[src/sv/scs_pkg.sv]
// ----------------------------------------------------------------------------
// Stratified class split package
// Shared types, command codes and widths for the split unit.
// ----------------------------------------------------------------------------
package scs_pkg;

    localparam int CMD_W      = 2;
    localparam int LABEL_W    = 8;
    localparam int OUT_IDX_W  = 10;
    localparam int RATE_W     = 17;
    localparam logic [RATE_W-1:0] RATE_ONE   = 17'd65536;
    localparam logic [RATE_W-1:0] RATE_RESET = 17'd32768;

    typedef enum logic [CMD_W-1:0] {
        CMD_LOAD  = 2'd0,
        CMD_FETCH = 2'd1,
        CMD_CLEAR = 2'd2,
        CMD_NONE  = 2'd3
    } cmd_t;

    // Commands from the controller to the datapath.
    typedef struct packed {
        logic capture;       // hold the label of the accepted transaction
        logic clear_start;   // begin the clearing sweep of the class tables
        logic clear_step;    // clear one class entry
        logic load_rd;       // read the histogram entry of the held label
        logic load;          // store the label and count it
        logic prep_start;    // reset the class and sample cursors
        logic prep_class;    // read the histogram count of one class
        logic prep_class_wr; // write back take count and slot start
        logic prep_rd;       // read one stored label
        logic prep_slot_rd;  // read that label's slot
        logic prep_wr;       // write the ordered index and bump the slot
        logic emit_rd;       // read the ordered index at the cursor
        logic emit_lbl;      // read the label of that source
        logic emit_cnt;      // read the take count of that label
        logic emit_fin;      // form the result, update counts
    } dp_cmd_t;

    // Status from the datapath to the controller.
    typedef struct packed {
        logic clear_done;
        logic class_done;
        logic sample_done;
        logic empty;
        logic full;
        logic label_ok;
        logic emit_end;
    } dp_stat_t;

endpackage

[src/sv/scs_ctrl.sv]
// ----------------------------------------------------------------------------
// Stratified class split controller
// Sequences clear sweeps, loads, the counting-sort pass and fetches.
// ----------------------------------------------------------------------------
module scs_ctrl import scs_pkg::*; (
    input  logic              aclk,
    input  logic              aresetn,
    input  logic              s_valid,
    output logic              s_ready,
    input  logic [CMD_W-1:0]  s_command,
    input  logic              m_ready,
    output logic              m_valid,
    input  dp_stat_t          stat,
    output dp_cmd_t           cmd
);

    typedef enum logic [14:0] {
        ST_CLR    = 15'b000000000000001,
        ST_IDLE   = 15'b000000000000010,
        ST_LOAD_R = 15'b000000000000100,
        ST_LOAD_W = 15'b000000000001000,
        ST_PC_RD  = 15'b000000000010000,
        ST_PC_MUL = 15'b000000000100000,
        ST_PC_WR  = 15'b000000001000000,
        ST_PS_RD  = 15'b000000010000000,
        ST_PS_SL  = 15'b000000100000000,
        ST_PS_WR  = 15'b000001000000000,
        ST_EM_RD  = 15'b000010000000000,
        ST_EM_LB  = 15'b000100000000000,
        ST_EM_CT  = 15'b001000000000000,
        ST_EM_FIN = 15'b010000000000000,
        ST_OUT    = 15'b100000000000000
    } state_t;

    typedef enum logic [2:0] {
        PH_LOADING  = 3'b001,
        PH_EMITTING = 3'b010,
        PH_DONE     = 3'b100
    } phase_t;

    state_t state_reg, state_next;
    phase_t phase_reg, phase_next;
    logic   m_valid_reg, m_valid_next;
    logic   accept;

    assign s_ready = (state_reg == ST_IDLE) && !m_valid_reg;
    assign accept  = s_valid && s_ready;
    assign m_valid = m_valid_reg;

    always_comb begin
        state_next   = state_reg;
        phase_next   = phase_reg;
        m_valid_next = m_valid_reg && !m_ready;
        cmd          = '0;
        case (state_reg)
            ST_CLR: begin
                cmd.clear_step = 1'b1;
                if (stat.clear_done) begin
                    state_next = ST_IDLE;
                end
            end
            ST_IDLE: begin
                if (accept) begin
                    cmd.capture = 1'b1;
                    case (cmd_t'(s_command))
                        CMD_CLEAR: begin
                            cmd.clear_start = 1'b1;
                            phase_next      = PH_LOADING;
                            state_next      = ST_CLR;
                        end
                        CMD_LOAD: begin
                            if (phase_reg == PH_LOADING && !stat.full && stat.label_ok) begin
                                state_next = ST_LOAD_R;
                            end
                        end
                        CMD_FETCH: begin
                            if (phase_reg == PH_LOADING) begin
                                if (stat.empty) begin
                                    phase_next = PH_DONE;
                                end else begin
                                    cmd.prep_start = 1'b1;
                                    phase_next     = PH_EMITTING;
                                    state_next     = ST_PC_RD;
                                end
                            end else if (phase_reg == PH_EMITTING && !stat.emit_end) begin
                                state_next = ST_EM_RD;
                            end
                        end
                        default: begin
                        end
                    endcase
                end
            end
            ST_LOAD_R: begin
                cmd.load_rd = 1'b1;
                state_next  = ST_LOAD_W;
            end
            ST_LOAD_W: begin
                cmd.load   = 1'b1;
                state_next = ST_IDLE;
            end
            ST_PC_RD: begin
                cmd.prep_class = 1'b1;
                state_next     = ST_PC_MUL;
            end
            ST_PC_MUL: begin
                state_next = ST_PC_WR;
            end
            ST_PC_WR: begin
                cmd.prep_class_wr = 1'b1;
                state_next = stat.class_done ? ST_PS_RD : ST_PC_RD;
            end
            ST_PS_RD: begin
                cmd.prep_rd = 1'b1;
                state_next  = ST_PS_SL;
            end
            ST_PS_SL: begin
                cmd.prep_slot_rd = 1'b1;
                state_next       = ST_PS_WR;
            end
            ST_PS_WR: begin
                cmd.prep_wr = 1'b1;
                state_next  = stat.sample_done ? ST_EM_RD : ST_PS_RD;
            end
            ST_EM_RD: begin
                cmd.emit_rd = 1'b1;
                state_next  = ST_EM_LB;
            end
            ST_EM_LB: begin
                cmd.emit_lbl = 1'b1;
                state_next   = ST_EM_CT;
            end
            ST_EM_CT: begin
                cmd.emit_cnt = 1'b1;
                state_next   = ST_EM_FIN;
            end
            ST_EM_FIN: begin
                cmd.emit_fin = 1'b1;
                if (stat.sample_done) begin
                    phase_next = PH_DONE;
                end
                state_next = ST_OUT;
            end
            ST_OUT: begin
                m_valid_next = 1'b1;
                state_next   = ST_IDLE;
            end
            default: begin
                state_next = ST_IDLE;
            end
        endcase
    end

    always_ff @(posedge aclk) begin
        if (!aresetn) begin
            state_reg   <= ST_CLR;
            phase_reg   <= PH_LOADING;
            m_valid_reg <= 1'b0;
        end else begin
            state_reg   <= state_next;
            phase_reg   <= phase_next;
            m_valid_reg <= m_valid_next;
        end
    end

endmodule

[config.mk]
export PLATFORM = sky130hd
export DESIGN_NAME = scs_ctrl
export DESIGN_NICKNAME = d
export VERILOG_FILES = /design/src/sv/scs_pkg.sv /design/src/sv/scs_ctrl.sv
export SDC_FILE = /design/constraint.sdc
export NUM_CORES = 1
export LEC_CHECK = 0
export BUFFER_PORTS_ARGS = -buffer_cell sky130_fd_sc_hd__buf_4
export CAP_MARGIN = 40
export CELL_PAD_IN_SITES_DETAIL_PLACEMENT = 1
export CELL_PAD_IN_SITES_GLOBAL_PLACEMENT = 2
export CORE_MARGIN = 8
export CORE_UTILIZATION = 29
export CTS_CLUSTER_SIZE = 10
export DETAILED_ROUTE_END_ITERATION = 10
export PLACE_DENSITY = 0.78
export SYNTH_ARGS = -nofsm -noshare
export SYNTH_HDL_FRONTEND = slang
export SYNTH_SLANG_ARGS = --single-unit
[constraint.sdc]
create_clock -name aclk -period 3.1 [get_ports aclk]
set_input_delay 0.62 -clock aclk [delete_from_list [all_inputs] [get_ports aclk]]
set_output_delay 0.62 -clock aclk [all_outputs]
set_load 0.005 [all_outputs]
==> impl_metrics.ini <==
[run_status]
status = complete, no violations

[global_routing]
grt_pass1_wl_microns = 5810
grt.overflow.total = 0
grt_max_degree = 13
globalRouteTotalUtil = 0.116
use_met3 = 0.0288
grtUsageMet2 = 0.205
grt_pass1_vias = 1258
antenna_found_initial = 0
grt_busiest_layer = met2
use_met1 = 0.134

[final_layout]
antenna_cells = 0
layout_common_cells = buf_4 (32), dfxtp_1 (16), nor2_1 (15), inv_1 (9), and3_1 (8)
largest_reg_flops = 15
nets = 184
layout_commonest_cell = buf_4
utilization = 0.401
drive_gt1_frac = 0.318
fin_cells = 218
finalInstanceArea_sq_um = 1480
area_growth_pct = 32.8

[placed_design]
dpl.hpwl_microns = 2820
place_area_sq_um = 1400
dp.cells = 214
post-place-ws_ns = 0.225
gp_congestion = 0.794
portBuffers = 29

[timing]
setup_viol = 0
fmax_mhz = 331
slew_viol_final = 0
clock_skew_ns = 0.00391
rsz0062_at_grt = false
tns_ns = 0
period_share = 0.976
hold_viol_final = 0
slew_headroom = 0.561
worstMarginPinSlew_ns = 0.649
fin_crit_ns = 3.03
layout_setup_ws_ns = 0.0750

[clocking]
cts_setup_buffers = 0
clock_path_buffers = 2
cts-buffers-inserted = 3
clk_pin_slew_ns = 0.07
cts_tree = done
htree_levels = 1
clockRootBuffer = clkbuf_8
postCtsHoldBufs = 0
clk_latency_ns = 0.26
clock-sinks = 19

[drt]
first_iter_violations = 26
via_per_inst = 5.35
vias = 1166
drt_wl_total_microns = 3510
routedWlPerCell_microns = 16.1
dr.pass1.iters = 4
ant_nets = 0
drcViolationCount = 0

[synthesis]
yosys_warnings = 0
avgSynthCellArea_sq_um = 8.13
synth_edf_count = 0
synth-seq-area-share = 0.342
synth_cell_type_count = 43
synth_seq_cells = 19
synth_area_leaders = dfxtp_1 (34%), nor2_1 (5.4%), and3_1 (4.5%)
postSynthCellCount = 137
syn-num-nets = 150
synth_area_leader_cell = dfxtp_1
ys_async_sr_fraction = 0
ys.flop_type = dfxtp_1
syn_area_sq_um = 1110
synth_top_area_share = 0.342

[die]
dieArea_sq_um = 6080
core-area_sq_um = 3690
die_y_microns = 78.0
die_w_microns = 78.0
rows = 22
pin_count = 30
start_util = 0.302

[worst_setup_path]
start_kind = flip-flop
slowest_stage = or4_4
worstPathRequired_ns = 2.48
max_stage_delay_ns = 0.55
endpoint_kind = output port
critPathArrivalTime_ns = 2.41
crit_fanout = 6
crit_chain = or4_4 -> or4_4 -> nand2b_4 -> buf_4 -> nor2_2 -> and3_1 -> buf_4
crit_type = flip-flop to output port

[power_and_ir_drop]
pwr_density_cell_nw_per_um2 = 348
p_leak_nw = 0.659
peakVddDrop_mv = 0.114

[run]
cap_violations = 0

[hold_path]
min_path_type = flip-flop to flip-flop
==> power by group <==
group          switching, W  internal (W)
clock network     0.0000839     0.0000914
logic             0.0000441     0.0000413
registers        0.00000562      0.000248
total              0.000134      0.000381
==> per-stage QoR <==
stage          power, W  hold slack (ns)
2_1_floorplan  0.000303            0.469
3_3_place_gp   0.000341            0.511
3_5_place_dp   0.000342            0.526
4_1_cts        0.000518            0.537
5_1_grt        0.000541            0.538
6_report       0.000514            0.512
==> worst max-delay path, delay by kind of cell (launching register included) <==
family                 cells  cell delay [ns]
AND/OR/NAND/NOR            5             1.51
flip-flops                 1             0.35
buffers and inverters      2             0.28
==> cell usage after synthesis (2+ instances only) <==
cell,count
a21oi_1,5
and2_1,3
and3_1,8
buf_2,2
dfxtp_1,19
inv_1,9
nand2_1,4
nand2b_1,8
nand4_1,2
nor2_1,16
nor2b_1,2
nor3_1,3
nor3b_1,6
nor4_1,8
o211ai_1,3
o21ai_0,6
or2_2,2
or3_1,2
or4_1,3
or4_4,2
or4b_2,2
==> final cells by class <==
cell class              instances  area (sq um)
multi-input cells             106           716
repair buffers                 32           240
flip-flops and latches         19           384
fillers                       457          2210
inverters                       9          33.8
clock buffers                   4          45.0
well taps                      48          60.1
==> path summary, 6_finish.rpt <==
| kind | endpoint | cells after the start | slack (ns) | from |
|---|---|---|---|---|
| min reg2reg | state_reg[6] | 1 | 0.51 | state_reg[4] |
| min | state_reg[6] | 1 | 0.51 | state_reg[4] |
| max | cmd[9] | 7 | 0.07 | state_reg[9] |
| max reg2reg | phase_reg[2] | 6 | 0.55 | state_reg[9] |
==> routing by layer <==
layer	vias to the layer above	wire length, microns	share of wire
met5	-	0	0
met4	0	36	0.010
met3	4	121	0.034
met2	20	1730	0.49
met1	568	1630	0.46
li1	574	-	-
==> cells by family (layout without fill, tap and decap cells) <==
group                  after synthesis  after routing  synth area share
flip-flops                          19             19             0.342
buffers and inverters               12             45            0.0427
AND/OR/NAND/NOR                     79             79             0.447
AO/OA/AOI/OAI                       25             25             0.153
XOR/XNOR                             2              2            0.0157
==> what timing repair did <==
action,CTS,global route
cloned,0,0
endpoints found under the hold margin,0,0
gates resized for setup,2,7
endpoints found under the setup margin,3,5
pin swaps,0,1
No activity file was read; power rests on OpenSTA's default activity.
